**src/design/ps2kd_pkg.sv**
```systemverilog
// ----------------------------------------------------------------------------
// ps2kd_pkg
// Shared constants, codes and control/status types for the PS/2 keyboard
// device unit.
// ----------------------------------------------------------------------------
package ps2kd_pkg;

	localparam int REP_W   = 6;
	localparam int TOTAL_W = REP_W + 1;

	localparam logic [REP_W-1:0] MAX_REPEAT = REP_W'(32);

	// host commands
	localparam logic [7:0] CMD_SET_LEDS  = 8'hED;
	localparam logic [7:0] CMD_ECHO      = 8'hEE;
	localparam logic [7:0] CMD_SCAN_SET  = 8'hF0;
	localparam logic [7:0] CMD_READ_ID   = 8'hF2;
	localparam logic [7:0] CMD_TYPEMATIC = 8'hF3;
	localparam logic [7:0] CMD_ENABLE    = 8'hF4;
	localparam logic [7:0] CMD_DISABLE   = 8'hF5;
	localparam logic [7:0] CMD_ACK_LO    = 8'hF6;
	localparam logic [7:0] CMD_ACK_HI    = 8'hFE;
	localparam logic [7:0] CMD_RESET     = 8'hFF;

	// device bytes
	localparam logic [7:0] BYTE_ACK   = 8'hFA;
	localparam logic [7:0] BYTE_BAT   = 8'hAA;
	localparam logic [7:0] BYTE_ERR   = 8'hFE;
	localparam logic [7:0] BYTE_E0    = 8'hE0;
	localparam logic [7:0] KEY_BREAK  = 8'h80;

	// response run kinds
	localparam logic [2:0] RSP_ACK  = 3'd0;
	localparam logic [2:0] RSP_ECHO = 3'd1;
	localparam logic [2:0] RSP_ID   = 3'd2;
	localparam logic [2:0] RSP_RST  = 3'd3;
	localparam logic [2:0] RSP_ERR  = 3'd4;
	localparam logic [2:0] RSP_KEY  = 3'd5;

	localparam logic KIND_HOST = 1'b0;

	typedef struct packed {
		logic capture;
		logic load;
		logic emit;
	} ctl_t;

	typedef struct packed {
		logic run_empty;
		logic at_last;
		logic out_free;
	} stat_t;

endpackage

```
**src/design/ps2_keyboard_device_unit.sv**
```systemverilog
// ----------------------------------------------------------------------------
// ps2_keyboard_device_unit
// Device side of a PS/2 keyboard: host commands and key events in, response
// bytes out with a last marker on the final byte of each run.
// ----------------------------------------------------------------------------
// An item produces n response bytes (0 to 64): it is taken, then decoded,
// then its bytes go out one per cycle into the single output register
// while the sink keeps up. Key events with reporting off or a zero repeat
// count produce no bytes; they are taken and decoded only.
// keyboard_id is written through the cfg channel, which is always ready.
module ps2_keyboard_device_unit
	import ps2kd_pkg::*;
(
	input  logic        clk,
	input  logic        arst_n,
	input  logic        s_axis_tvalid,
	output logic        s_axis_tready,
	// cmd_byte[7:0], scan_code[15:8], key_down[16], enhanced[17], repeat_count[23:18]
	input  logic [23:0] s_axis_tdata,
	// kind[0]
	input  logic [0:0]  s_axis_tuser,
	output logic        m_axis_tvalid,
	input  logic        m_axis_tready,
	// data_byte[7:0]
	output logic [7:0]  m_axis_tdata,
	output logic        m_axis_tlast,
	input  logic        cfg_valid,
	output logic        cfg_ready,
	input  logic [7:0]  cfg_data
);

	ctl_t  ctl;
	stat_t stat;

	assign cfg_ready = 1'b1;

	ps2kd_ctrl u_ctrl (
		.clk           (clk),
		.arst_n        (arst_n),
		.s_axis_tvalid (s_axis_tvalid),
		.s_axis_tready (s_axis_tready),
		.stat          (stat),
		.ctl           (ctl)
	);

	ps2kd_dp u_dp (
		.clk           (clk),
		.arst_n        (arst_n),
		.ctl           (ctl),
		.stat          (stat),
		.s_axis_tdata  (s_axis_tdata),
		.s_axis_tuser  (s_axis_tuser),
		.cfg_valid     (cfg_valid),
		.cfg_data      (cfg_data),
		.m_axis_tvalid (m_axis_tvalid),
		.m_axis_tready (m_axis_tready),
		.m_axis_tdata  (m_axis_tdata),
		.m_axis_tlast  (m_axis_tlast)
	);

endmodule

```
**src/design/ps2kd_ctrl.sv**
```systemverilog
// ----------------------------------------------------------------------------
// ps2kd_ctrl
// Sequencer: takes an item, has the datapath evaluate it, then steps the
// response bytes out one per cycle while the output register is free.
// ----------------------------------------------------------------------------
module ps2kd_ctrl
	import ps2kd_pkg::*;
(
	input  logic  clk,
	input  logic  arst_n,
	input  logic  s_axis_tvalid,
	output logic  s_axis_tready,
	input  stat_t stat,
	output ctl_t  ctl
);

	localparam logic [1:0] ST_IDLE = 2'd0;
	localparam logic [1:0] ST_LOAD = 2'd1;
	localparam logic [1:0] ST_EMIT = 2'd2;

	logic [1:0] st_q;
	logic [1:0] st_n;

	assign s_axis_tready = (st_q == ST_IDLE);
	assign ctl.capture   = s_axis_tvalid && s_axis_tready;
	assign ctl.load      = (st_q == ST_LOAD);
	assign ctl.emit      = (st_q == ST_EMIT) && stat.out_free;

	always_comb begin
		st_n = st_q;
		unique case (st_q)
			ST_IDLE: begin
				if (ctl.capture) st_n = ST_LOAD;
			end
			ST_LOAD: begin
				st_n = stat.run_empty ? ST_IDLE : ST_EMIT;
			end
			ST_EMIT: begin
				if (ctl.emit && stat.at_last) st_n = ST_IDLE;
			end
			default: st_n = ST_IDLE;
		endcase
	end

	always_ff @(posedge clk or negedge arst_n) begin
		if (!arst_n) st_q <= ST_IDLE;
		else         st_q <= st_n;
	end

	a_empty_run_returns: assert property (@(posedge clk) disable iff (!arst_n)
		(st_q == ST_LOAD && stat.run_empty) |=> st_q == ST_IDLE)
		else $error("empty run did not return to idle");

	a_last_returns: assert property (@(posedge clk) disable iff (!arst_n)
		(ctl.emit && stat.at_last) |=> s_axis_tready)
		else $error("not ready after final byte");

endmodule

```
**src/design/ps2kd_dp.sv**
```systemverilog
// ----------------------------------------------------------------------------
// ps2kd_dp
// Datapath: item registers, command decode, keyboard state bits, run
// counter and output register.
// ----------------------------------------------------------------------------
module ps2kd_dp
	import ps2kd_pkg::*;
(
	input  logic        clk,
	input  logic        arst_n,
	input  ctl_t        ctl,
	output stat_t       stat,
	input  logic [23:0] s_axis_tdata,
	input  logic [0:0]  s_axis_tuser,
	input  logic        cfg_valid,
	input  logic [7:0]  cfg_data,
	output logic        m_axis_tvalid,
	input  logic        m_axis_tready,
	output logic [7:0]  m_axis_tdata,
	output logic        m_axis_tlast
);

	logic               kind_q;
	logic [7:0]         cmd_q;
	logic [7:0]         scan_q;
	logic               down_q;
	logic               ext_q;
	logic [REP_W-1:0]   rep_q;

	logic [7:0]         kbd_id_q;
	logic               report_q;
	logic               await_q;

	logic [2:0]         rsp_q;
	logic [TOTAL_W-1:0] total_q;
	logic [REP_W-1:0]   idx_q;

	logic               out_valid_q;
	logic [7:0]         out_data_q;
	logic               out_last_q;

	logic [2:0]         rsp_n;
	logic               await_n;
	logic               report_n;
	logic [REP_W-1:0]   reps_sat;
	logic [TOTAL_W-1:0] key_total;
	logic [TOTAL_W-1:0] total_n;
	logic [7:0]         key_code;
	logic [7:0]         byte_n;
	logic               last_n;

	always_ff @(posedge clk) begin
		if (ctl.capture) begin
			kind_q <= s_axis_tuser[0];
			cmd_q  <= s_axis_tdata[7:0];
			scan_q <= s_axis_tdata[15:8];
			down_q <= s_axis_tdata[16];
			ext_q  <= s_axis_tdata[17];
			rep_q  <= s_axis_tdata[23:18];
		end
	end

	// evaluation of the captured item
	assign reps_sat  = (rep_q > MAX_REPEAT) ? MAX_REPEAT : rep_q;
	assign key_total = !report_q ? '0 :
		ext_q ? {reps_sat, 1'b0} : {1'b0, reps_sat};
	assign key_code  = down_q ? scan_q : (scan_q | KEY_BREAK);

	always_comb begin
		rsp_n    = RSP_ACK;
		await_n  = await_q;
		report_n = report_q;
		if (kind_q != KIND_HOST) begin
			rsp_n = RSP_KEY;
		end else if (await_q) begin
			await_n = 1'b0;
		end else begin
			unique case (cmd_q) inside
				CMD_SET_LEDS, CMD_SCAN_SET, CMD_TYPEMATIC: await_n = 1'b1;
				CMD_ECHO:                  rsp_n = RSP_ECHO;
				CMD_READ_ID:               rsp_n = RSP_ID;
				CMD_ENABLE:                report_n = 1'b1;
				CMD_DISABLE:               report_n = 1'b0;
				[CMD_ACK_LO:CMD_ACK_HI]:   rsp_n = RSP_ACK;
				CMD_RESET:                 rsp_n = RSP_RST;
				default:                   rsp_n = RSP_ERR;
			endcase
		end
	end

	always_comb begin
		case (rsp_n)
			RSP_ID:  total_n = TOTAL_W'(2);
			RSP_RST: total_n = TOTAL_W'(3);
			RSP_KEY: total_n = key_total;
			default: total_n = TOTAL_W'(1);
		endcase
	end

	// byte at the current run position
	always_comb begin
		case (rsp_q)
			RSP_ECHO: byte_n = CMD_ECHO;
			RSP_ERR:  byte_n = BYTE_ERR;
			RSP_ID:   byte_n = (idx_q == '0) ? BYTE_ACK : kbd_id_q;
			RSP_RST: begin
				if (idx_q == '0)                 byte_n = BYTE_ACK;
				else if (idx_q == REP_W'(1))     byte_n = BYTE_BAT;
				else                             byte_n = kbd_id_q;
			end
			RSP_KEY:  byte_n = (ext_q && !idx_q[0]) ? BYTE_E0 : key_code;
			default:  byte_n = BYTE_ACK;
		endcase
	end

	assign last_n = (TOTAL_W'({1'b0, idx_q}) + TOTAL_W'(1)) == total_q;

	always_ff @(posedge clk or negedge arst_n) begin
		if (!arst_n) begin
			kbd_id_q <= '0;
			report_q <= 1'b0;
			await_q  <= 1'b0;
			rsp_q    <= RSP_ACK;
			total_q  <= '0;
			idx_q    <= '0;
		end else begin
			if (cfg_valid) kbd_id_q <= cfg_data;
			if (ctl.load) begin
				report_q <= report_n;
				await_q  <= await_n;
				rsp_q    <= rsp_n;
				total_q  <= total_n;
				idx_q    <= '0;
			end else if (ctl.emit) begin
				idx_q <= idx_q + REP_W'(1);
			end
		end
	end

	always_ff @(posedge clk or negedge arst_n) begin
		if (!arst_n) begin
			out_valid_q <= 1'b0;
		end else if (ctl.emit) begin
			out_valid_q <= 1'b1;
		end else if (m_axis_tready) begin
			out_valid_q <= 1'b0;
		end
	end

	always_ff @(posedge clk) begin
		if (ctl.emit) begin
			out_data_q <= byte_n;
			out_last_q <= last_n;
		end
	end

	assign stat.run_empty = (total_n == '0);
	assign stat.at_last   = last_n;
	assign stat.out_free  = !out_valid_q || m_axis_tready;

	assign m_axis_tvalid = out_valid_q;
	assign m_axis_tdata  = out_data_q;
	assign m_axis_tlast  = out_last_q;

	a_emit_in_run: assert property (@(posedge clk) disable iff (!arst_n)
		ctl.emit |-> TOTAL_W'({1'b0, idx_q}) < total_q)
		else $error("byte emitted past end of run");

	a_last_marked: assert property (@(posedge clk) disable iff (!arst_n)
		(ctl.emit && last_n) |=> (m_axis_tvalid && m_axis_tlast))
		else $error("final byte lost its last marker");

	a_await_set: assert property (@(posedge clk) disable iff (!arst_n)
		$rose(await_q) |-> ($past(cmd_q) == CMD_SET_LEDS ||
			$past(cmd_q) == CMD_SCAN_SET || $past(cmd_q) == CMD_TYPEMATIC))
		else $error("data wait set by wrong command");

	a_await_clear: assert property (@(posedge clk) disable iff (!arst_n)
		(ctl.load && kind_q == KIND_HOST && await_q) |=> !await_q)
		else $error("data byte did not end the wait");

endmodule
```
**config.mk**
```make
export PLATFORM = sky130hd
export DESIGN_NAME = ps2_keyboard_device_unit
export DESIGN_NICKNAME = d
export VERILOG_FILES = /design/src/design/ps2kd_pkg.sv /design/src/design/ps2_keyboard_device_unit.sv /design/src/design/ps2kd_ctrl.sv /design/src/design/ps2kd_dp.sv
export SDC_FILE = /design/constraint.sdc
export NUM_CORES = 1
export LEC_CHECK = 0
export BUFFER_PORTS_ARGS = -buffer_cell sky130_fd_sc_hd__buf_2
export CORE_MARGIN = 4
export CORE_UTILIZATION = 55
export CTS_BUF_LIST = sky130_fd_sc_hd__clkbuf_16
export DETAILED_ROUTE_END_ITERATION = 10
export PLACE_DENSITY_LB_ADDON = 0.08
export REMOVE_ABC_BUFFERS = 1
export SLEW_MARGIN = 25
export SYNTH_ARGS = -nofsm -noshare
export SYNTH_HDL_FRONTEND = slang
export SYNTH_HIERARCHICAL = 1
export SYNTH_SLANG_ARGS = --single-unit
```
**constraint.sdc**
```tcl
create_clock -name clk -period 2.4 [get_ports clk]
set_clock_uncertainty 0.05 [all_clocks]
set_input_delay 0.48 -clock clk [delete_from_list [all_inputs] [get_ports clk]]
set_output_delay 0.48 -clock clk [all_outputs]
set_load 0.02 [all_outputs]
```
# Yosys cells after proc, flatten, opt, wreduce, memory -nomap -nowiden
# Index checks and enable logic that the tools add are counted.
dict set report op_classes {
  n_addsub 2
  magnitude_cmp 3
  reduce_logical 19
  n_eq_ne 22
  bitwise 2
  n_mux 24
}
# operator count
set ops {}
lappend ops {{8-bit == test (second input constant)} 8}
lappend ops {{8-bit two-way mux} 5}
lappend ops {{8-bit one-hot mux with 5 select lines} 1}
lappend ops {{7-bit one-hot mux with 3 select lines} 1}
lappend ops {{6-bit two-way mux} 3}
lappend ops {{7-bit two-way mux} 2}
lappend ops {{3-bit by 2-bit == test with 1-bit output (second input constant)} 4}
lappend ops {{3-bit one-hot mux with 4 select lines} 1}
lappend ops {{3-bit == test (second input constant)} 3}
lappend ops {{8-bit >= comparator (second input constant)} 1}
lappend ops {{8-bit less-or-equal comparator (second input constant)} 1}
lappend ops {{6-bit by 1-bit adder with 7-bit output (second input constant)} 1}
lappend ops {{7-bit == test} 1}
lappend ops {{7-bit zero test} 1}
lappend ops {{6-bit by 1-bit adder with 6-bit output (second input constant)} 1}
lappend ops {{6-bit by 1-bit == test with 1-bit output (second input constant)} 1}
lappend ops {{6-bit greater-than comparator (second input constant)} 1}
lappend ops {{6-bit zero test} 1}
lappend ops {{2-bit two-way mux} 3}
lappend ops {{3-bit two-way mux} 2}
lappend ops {{2-bit one-hot mux with 3 select lines} 1}
lappend ops {{2-bit nonzero test} 3}
lappend ops {{6-bit OR reduction} 1}
lappend ops {{1-bit logical AND} 5}
lappend ops {{other kinds (13)} 20}
dict set report word_totals {
  in_bits 38
  elab_cells 88
  ff_bits 63
  out_inout_bits 12
}

# Depth between registers and ports, before layout
# Gate-level depths: netlist of the first run.
dict set report depth {
  depth_word 11
  mapped_depth 8
}

# Cells and area by module
# The synthesis of the first run kept the hierarchy.
# module area_each_um2 seq_area_each_um2 n_inst cells_per_inst
set by_module_without_submodules {}
lappend by_module_without_submodules {ps2kd_dp 2782.7 1696.6 1 229}
lappend by_module_without_submodules {ps2kd_ctrl 105.1 50.0 1 11}
lappend by_module_without_submodules {ps2_keyboard_device_unit 11.3 0.0 1 2}

# Worst setup path after synthesis of the first run
# Ideal clock, no wire load.
dict set report synth_timing {
  path_kind {input port to flip-flop}
  start {input m_axis_tready}
  end {register u_dp.idx_q[5]}
  n_path_buf 1
  arrival_ps 1970
  t_required_ps 2272
  stages 7
  setup_slack_ps 302
  cell_sequence {nand2b_1 -> nand2_1 -> nor2_1 -> clkbuf_1 -> nand4_1 -> or3_1 -> a21oi_1}
}
# item line_no
set synth_lines {}
lappend synth_lines {{from (decl)} ps2_keyboard_device_unit.sv:23} ;# input logic m_axis_tready,
lappend synth_lines {{to (signal assigned)} ps2kd_dp.sv:135} ;# idx_q <= idx_q + REP_W'(1);
lappend synth_lines {{to (decl)} ps2kd_dp.sv:36} ;# logic [REP_W-1:0] idx_q;

==> results of run 1 <==
[cells by family (layout without fill, tap and decap cells)]
family                     count (synthesis)  after routing
muxes                                     14             14
and+or+nand+nor                           76             76
DFF                                       63             63
adders and majority gates                  3              3
xor gates and xnor gates                  16             16
AOI/OAI and AO/OA                         43             43
buffers and inverters                     26             82
other                                      1              1
[per-layer routing]
layer | global-route usage (%) | part of all wire, % | up-vias | wire [µm]
li1 | - | - | 968 | -
met1 | 20.9 | 43 | 899 | 2170
met2 | 29.1 | 49 | 54 | 2440
met3 | 7.29 | 6.9 | 5 | 344
met4 | 5.57 | 1.1 | 0 | 56
met5 | 0 | 0 | - | 0
[stage by stage]
step / total power, mW / area [µm²] / hold WS, ns / utilization, % / std cells
6_report: 3.57 / 3490 / 0.127 / 68.3 / 368
5_1_grt: 3.79 / 3490 / 0.183 / 68.3 / 368
4_1_cts: 3.61 / 3490 / 0.146 / 68.3 / 368
3_5_place_dp: 2.37 / 3200 / 0.446 / 62.6 / 352
3_3_place_gp: 2.35 / 3200 / 0.442 / 62.6 / 352
2_1_floorplan: 2.10 / 2840 / 0.134 / - / 230
[worst min path at each step]
stage                     start               end  slack, ns  cells after the start
6_report                 arst_n    u_ctrl/st_q[1]       0.13                      1
4_1_cts                  arst_n    u_ctrl/st_q[1]       0.15                      1
3_3_place_gp   u_dp/kbd_id_q[1]  u_dp/kbd_id_q[1]       0.44                      1
2_1_floorplan            arst_n    u_ctrl/st_q[0]       0.13                      0
5_1_grt                  arst_n     u_dp/idx_q[5]       0.18                      1
3_5_place_dp   u_dp/kbd_id_q[1]  u_dp/kbd_id_q[1]       0.45                      1
[flip-flops by register name, indices dropped and copies added, names as in the netlist, 2 cells and up]
signal,flops
u_dp/rsp_q,3
u_dp/scan_q,8
u_ctrl/st_q,2
u_dp/total_q,7
u_dp/kbd_id_q,8
u_dp/rep_q,6
u_dp/idx_q,6
u_dp/cmd_q,8
u_dp/m_axis_tdata,8
[power groups by stage]
stage          Sequential [mW]  Clock [mW]  Combinational (mW)
2_1_floorplan             1.60           0               0.504
3_3_place_gp              1.56           0               0.791
3_5_place_dp              1.56           0               0.808
4_1_cts                   1.54        1.26               0.811
5_1_grt                   1.56        1.33               0.893
6_report                  1.54        1.23               0.796
[cells in the final DEF, fill, tap and decap left out, types with 4 or more instances in the layout]
cell / instances
buf_2: 48
clkbuf_16: 9
xnor2_1: 9
nor2_1: 19
xor2_1: 7
nand3_1: 9
nor2b_1: 4
buf_4: 4
nand4_1: 5
edfxtp_1: 34
a21oi_1: 13
o21ai_1: 10
nand2_1: 14
dfrtp_1: 29
mux2_2: 9
nand2b_1: 5
inv_1: 13
[area by class of cell]
cell class                      instances  area, µm²
Clock buffer                            9        225
Clock inverter                          7       65.1
Fill cell                             419       1620
Inverter                               14       52.6
Multi-Input combinational cell        153       1040
Sequential cell                        63       1750
Tap cell                               70       87.6
Timing Repair Buffer                   52        270
[critical path: stages, from the launching register on]
cell      delay [ns]
dfrtp_1         0.49
ha_1            0.31
nand2_1         0.09
or4_4           0.42
a311oi_2        0.27
a21boi_0        0.12
mux2_2          0.26
==> flow_summary.json, run 1 <==
{
  "status": "completed",
  "synth_edf_count": 34,
  "rrSetupSlack_ns": 0.26,
  "yosysUniqueCellTypes": 52,
  "cts.path.max_buffers": 2,
  "synth.area.top_cells": "edfxtp_1, dfrtp_1, mux2_2, xnor2_1, nor2_1",
  "io_buffers": 48,
  "synth-async-reset-ratio_pct": 46.0,
  "max_freq_mhz": 468,
  "cp_max_fo": 7,
  "switchingPower_mw": 1.04,
  "numClockSinks": 63,
  "worst_slew_pin_slew_ns": 0.639,
  "synth_cells": 242,
  "synthFlopType": "edfxtp_1",
  "yosysMostFrequentCell": "edfxtp_1",
  "yosysTopAreaCell": "edfxtp_1",
  "hold_viol_final": 0,
  "seqPwrFrac_pct": 43.2,
  "min_period_ns": 2.14,
  "synth_top_family_by_area": "simple AND/OR/NAND/NOR gates",
  "gr-usage-all-layers_pct": 17.6,
  "drt_drc_violations_left": 0,
  "coreArea_mm2": 0.00511,
  "grt_pass1_wl_um": 8450,
  "nNetsFinal": 334,
  "max-cap-violations": 0,
  "r2r-start": "u_dp/idx_q[0]",
  "cp-startpoint": "u_dp/idx_q[0]",
  "ys_seq_elements": 63,
  "floorplan.die.height_um": 80.6,
  "yosysWarnings": 6,
  "start_kind": "flip-flop",
  "grt_max_degree": 30,
  "synth_area_mm2": 0.00290,
  "leakagePower_nw": 1.42,
  "grt_pass1_vias": 1917,
  "relSlewSlack_pct": 57.4,
  "grt.overflow.total": 0,
  "root_buffer": "clkbuf_16",
  "arrival_ns": 2.30,
  "rows": 26,
  "critPathCapture": "u_ctrl/st_q[1]",
  "synthAdderAreaFrac_pct": 1.29,
  "power_frac_comb_pct": 22.3,
  "die-area_mm2": 0.00650,
  "synth_mux_area_share_pct": 5.31,
  "drive_above_1_share_pct": 28.2,
  "num_antenna_cells": 0,
  "start_util_pct": 56.8,
  "cts_setup_buffers": 0,
  "yosysSeqAreaShare_pct": 60.3,
  "clkPwrFrac_pct": 34.6,
  "postCtsHoldBufs": 0,
  "synth-simple-area-share_pct": 14.5,
  "worstHoldPathType": "input port to async pin",
  "clkTransAtPathRegs_ns": 0.05,
  "numCtsBuffers": 9,
  "drt_iter0_drc": 89,
  "cp-end-kind": "flip-flop",
  "ant_nets": 0,
  "p_int_mw": 2.53,
  "fin_ws_ns": 0.262,
  "synth-xor-area-share_pct": 4.83,
  "hpwlAfterDp_um": 3630,
  "finalSetupTns_ns": 0,
  "routedWlPerCell_um": 13.6,
  "rsz0062_at_grt": "no",
  "cts-resized-gates": 0,
  "regToRegEndpoint": "u_ctrl/st_q[1]",
  "synth.top_cell.area_share_pct": 35.2,
  "synth_compound_gate_area_share_pct": 9.84,
  "cts_max_level": 3,
  "place_ws_ns": 0.275,
  "vias": 1926,
  "syn2layout_area_growth_pct": 20.3,
  "viasPerCell": 5.23,
  "antenna_found_initial": 0,
  "synth_common_cells": "edfxtp_1, dfrtp_1, nor2_1",
  "cts_tree": "yes",
  "reg2reg_depth": 6,
  "die_x_um": 80.6,
  "syn-mean-instance-area_um2": 12.0,
  "fin_crit_sh_pct": 89.1,
  "drtPass1Iterations": 4,
  "p_sw_share_pct": 29.1,
  "crit_required_ns": 2.56,
  "io_pins": 50,
  "gp_congestion": 0.796,
  "clkLatencyLatePin_ns": 0.32,
  "crit_type": "flip-flop to flip-flop",
  "powerDensity_mw_per_mm2": 1020,
  "slew_violations": 0,
  "setup_viol": 0,
  "vdd_ir_drop_max_uv": 869,
  "drt-total-wl_um": 5010
}
Note: power is estimated with default switching activity, not from simulation.
==> run 2, diff against run 1 <==
--- a/config.mk
+++ b/config.mk
@@ -5,9 +5,10 @@
 export SDC_FILE = /design/constraint.sdc
 export NUM_CORES = 1
 export LEC_CHECK = 0
+export ABC_CLOCK_PERIOD_IN_PS = 2750
 export BUFFER_PORTS_ARGS = -buffer_cell sky130_fd_sc_hd__buf_2
 export CORE_MARGIN = 4
-export CORE_UTILIZATION = 55
+export CORE_UTILIZATION = 40
 export CTS_BUF_LIST = sky130_fd_sc_hd__clkbuf_16
 export DETAILED_ROUTE_END_ITERATION = 10
 export PLACE_DENSITY_LB_ADDON = 0.08
==> constraint.sdc (replaced) <==
create_clock -name clk -period 2.75 [get_ports clk]
set_clock_uncertainty 0.05 [all_clocks]
set_input_delay 0.55 -clock clk [delete_from_list [all_inputs] [get_ports clk]]
set_output_delay 0.55 -clock clk [all_outputs]
set_load 0.02 [all_outputs]
==> run 2 against run 1 <==
Global-route usage decreased by 4.0 points. First-iteration DRC count decreased by 46%. Register-to-register slack improved by 0.34 ns. Hold slack improved by 0.087 ns. Clock-buffer cell count unchanged. Routed wire length up 9.1%. Worst setup slack better by 0.34 ns. Sequential power down 12%. Combinational power decreased by 12%. Sequential cell count did not move. Critical path type unchanged.
==> flow_summary.json, run 2 (synthesis gave the netlist of run 1 again) <==
{
  "coreArea_mm2": 0.00691,
  "die-area_mm2": 0.00867,
  "max-cap-violations": 0,
  "die_x_um": 93.1,
  "grt_pass1_wl_um": 9050,
  "finalHoldWorstSlack_ns": 0.215,
  "fillCellCount": 644,
  "hpwlAfterDp_um": 3870,
  "drt_iter0_drc": 48,
  "antenna_found_initial": 0,
  "arrival_ns": 2.29,
  "layout_commonest_cell": "buf_2",
  "worst_slew_pin_slew_ns": 0.664,
  "fin_crit_sh_pct": 78.0,
  "start_kind": "flip-flop",
  "leakagePower_nw": 1.40,
  "clkLatencyLatePin_ns": 0.32,
  "final_util_pct": 50.5,
  "finalSetupTns_ns": 0,
  "io_buffers": 48,
  "cts-resized-gates": 0,
  "gp_congestion": 0.774,
  "cp_max_fo": 7,
  "routedWlPerCell_um": 13.9,
  "cp-end-kind": "flip-flop",
  "layout_common_cells": "buf_2, edfxtp_1, dfrtp_1",
  "drt-total-wl_um": 5470,
  "slew_violations": 0,
  "cts_tree": "yes",
  "postCtsHoldBufs": 0,
  "max_freq_mhz": 466,
  "p_total_mw": 3.04,
  "crit_type": "flip-flop to flip-flop",
  "reg2reg_depth": 6,
  "setup_viol": 0,
  "clkTransAtPathRegs_ns": 0.05,
  "drive_above_1_share_pct": 27.6,
  "vdd_ir_drop_max_uv": 385,
  "numCtsBuffers": 9,
  "relSlewSlack_pct": 55.7,
  "worstHoldPathType": "input port to async pin",
  "cts_max_level": 3,
  "ant_nets": 0,
  "status": "completed",
  "viasPerCell": 4.83,
  "min_period_ns": 2.14,
  "multi_input_area_mm2": 0.00104,
  "grt_max_degree": 30,
  "root_buffer": "clkbuf_16",
  "grt_pass1_vias": 1871,
  "register_area_mm2": 0.00175,
  "powerDensity_mw_per_mm2": 870,
  "grt.overflow.total": 0,
  "rsz0062_at_grt": "no",
  "start_util_pct": 42.0,
  "cts.path.max_buffers": 2,
  "nNetsFinal": 333,
  "io_pins": 50,
  "gr-usage-all-layers_pct": 13.6,
  "vias": 1898,
  "rows": 30,
  "hold_viol_final": 0,
  "cts_setup_buffers": 0,
  "drt_drc_violations_left": 0,
  "floorplan.die.height_um": 93.1,
  "num_antenna_cells": 0,
  "syn2layout_area_growth_pct": 20.4,
  "numClockSinks": 63,
  "crit_required_ns": 2.90,
  "drtPass1Iterations": 4
}
run 2: report_power, final:
group | leakage (nW) | internal (mW) | switching [mW]
Sequential | 0.686 | 1.22 | 0.132
Combinational | 0.587 | 0.297 | 0.405
Clock | 0.130 | 0.600 | 0.386
run 2: cell type report:
| class | count | share of cell area, % |
|---|---|---|
| Clock buffer | 9 | 6.45 |
| Clock inverter | 7 | 1.18 |
| Inverter | 14 | 1.51 |
| Multi-Input combinational cell | 153 | 29.8 |
| Sequential cell | 63 | 50.1 |
| Tap cell | 96 | 3.44 |
| Timing Repair Buffer | 51 | 7.53 |
run 2: worst paths after layout:
check                           slack (ns)             start               end
worst max-delay path                  0.61     u_dp/idx_q[0]    u_ctrl/st_q[1]
worst min-delay path                  0.21            arst_n  u_dp/kbd_id_q[6]
worst max register to register        0.61     u_dp/idx_q[0]    u_ctrl/st_q[1]
worst min register to register        0.46  u_dp/kbd_id_q[4]  u_dp/kbd_id_q[4]
max in group asynchronous             2.01            arst_n     u_dp/idx_q[0]
min in group clk                      0.35   s_axis_tdata[8]    u_dp/scan_q[0]
run 2: per-layer routing:
metal | wire, µm | GRT usage (%) | vias up
li1 | - | - | 969
met4 | 63 | 4.88 | 0
met1 | 2640 | 17.8 | 868
met5 | 0 | 0 | -
met2 | 2420 | 20.2 | 57
met3 | 337 | 5.71 | 4
run 2: worst max-delay path, cell delays in order, from the launching register on:
cell and delay [ns]:
dfrtp_1 0.48, ha_1 0.31, nand2_1 0.10, or4_4 0.43
a311oi_2 0.27, a21boi_0 0.12, mux2_2 0.27
run 2: metrics by stage:
step,setup slack (ns),std cells,cell area [µm²]
floorplan,0.567,230,2840
global placement,0.662,377,3220
detailed placement,0.609,377,3220
CTS,0.599,393,3490
global route,0.446,393,3490
finish,0.605,393,3490
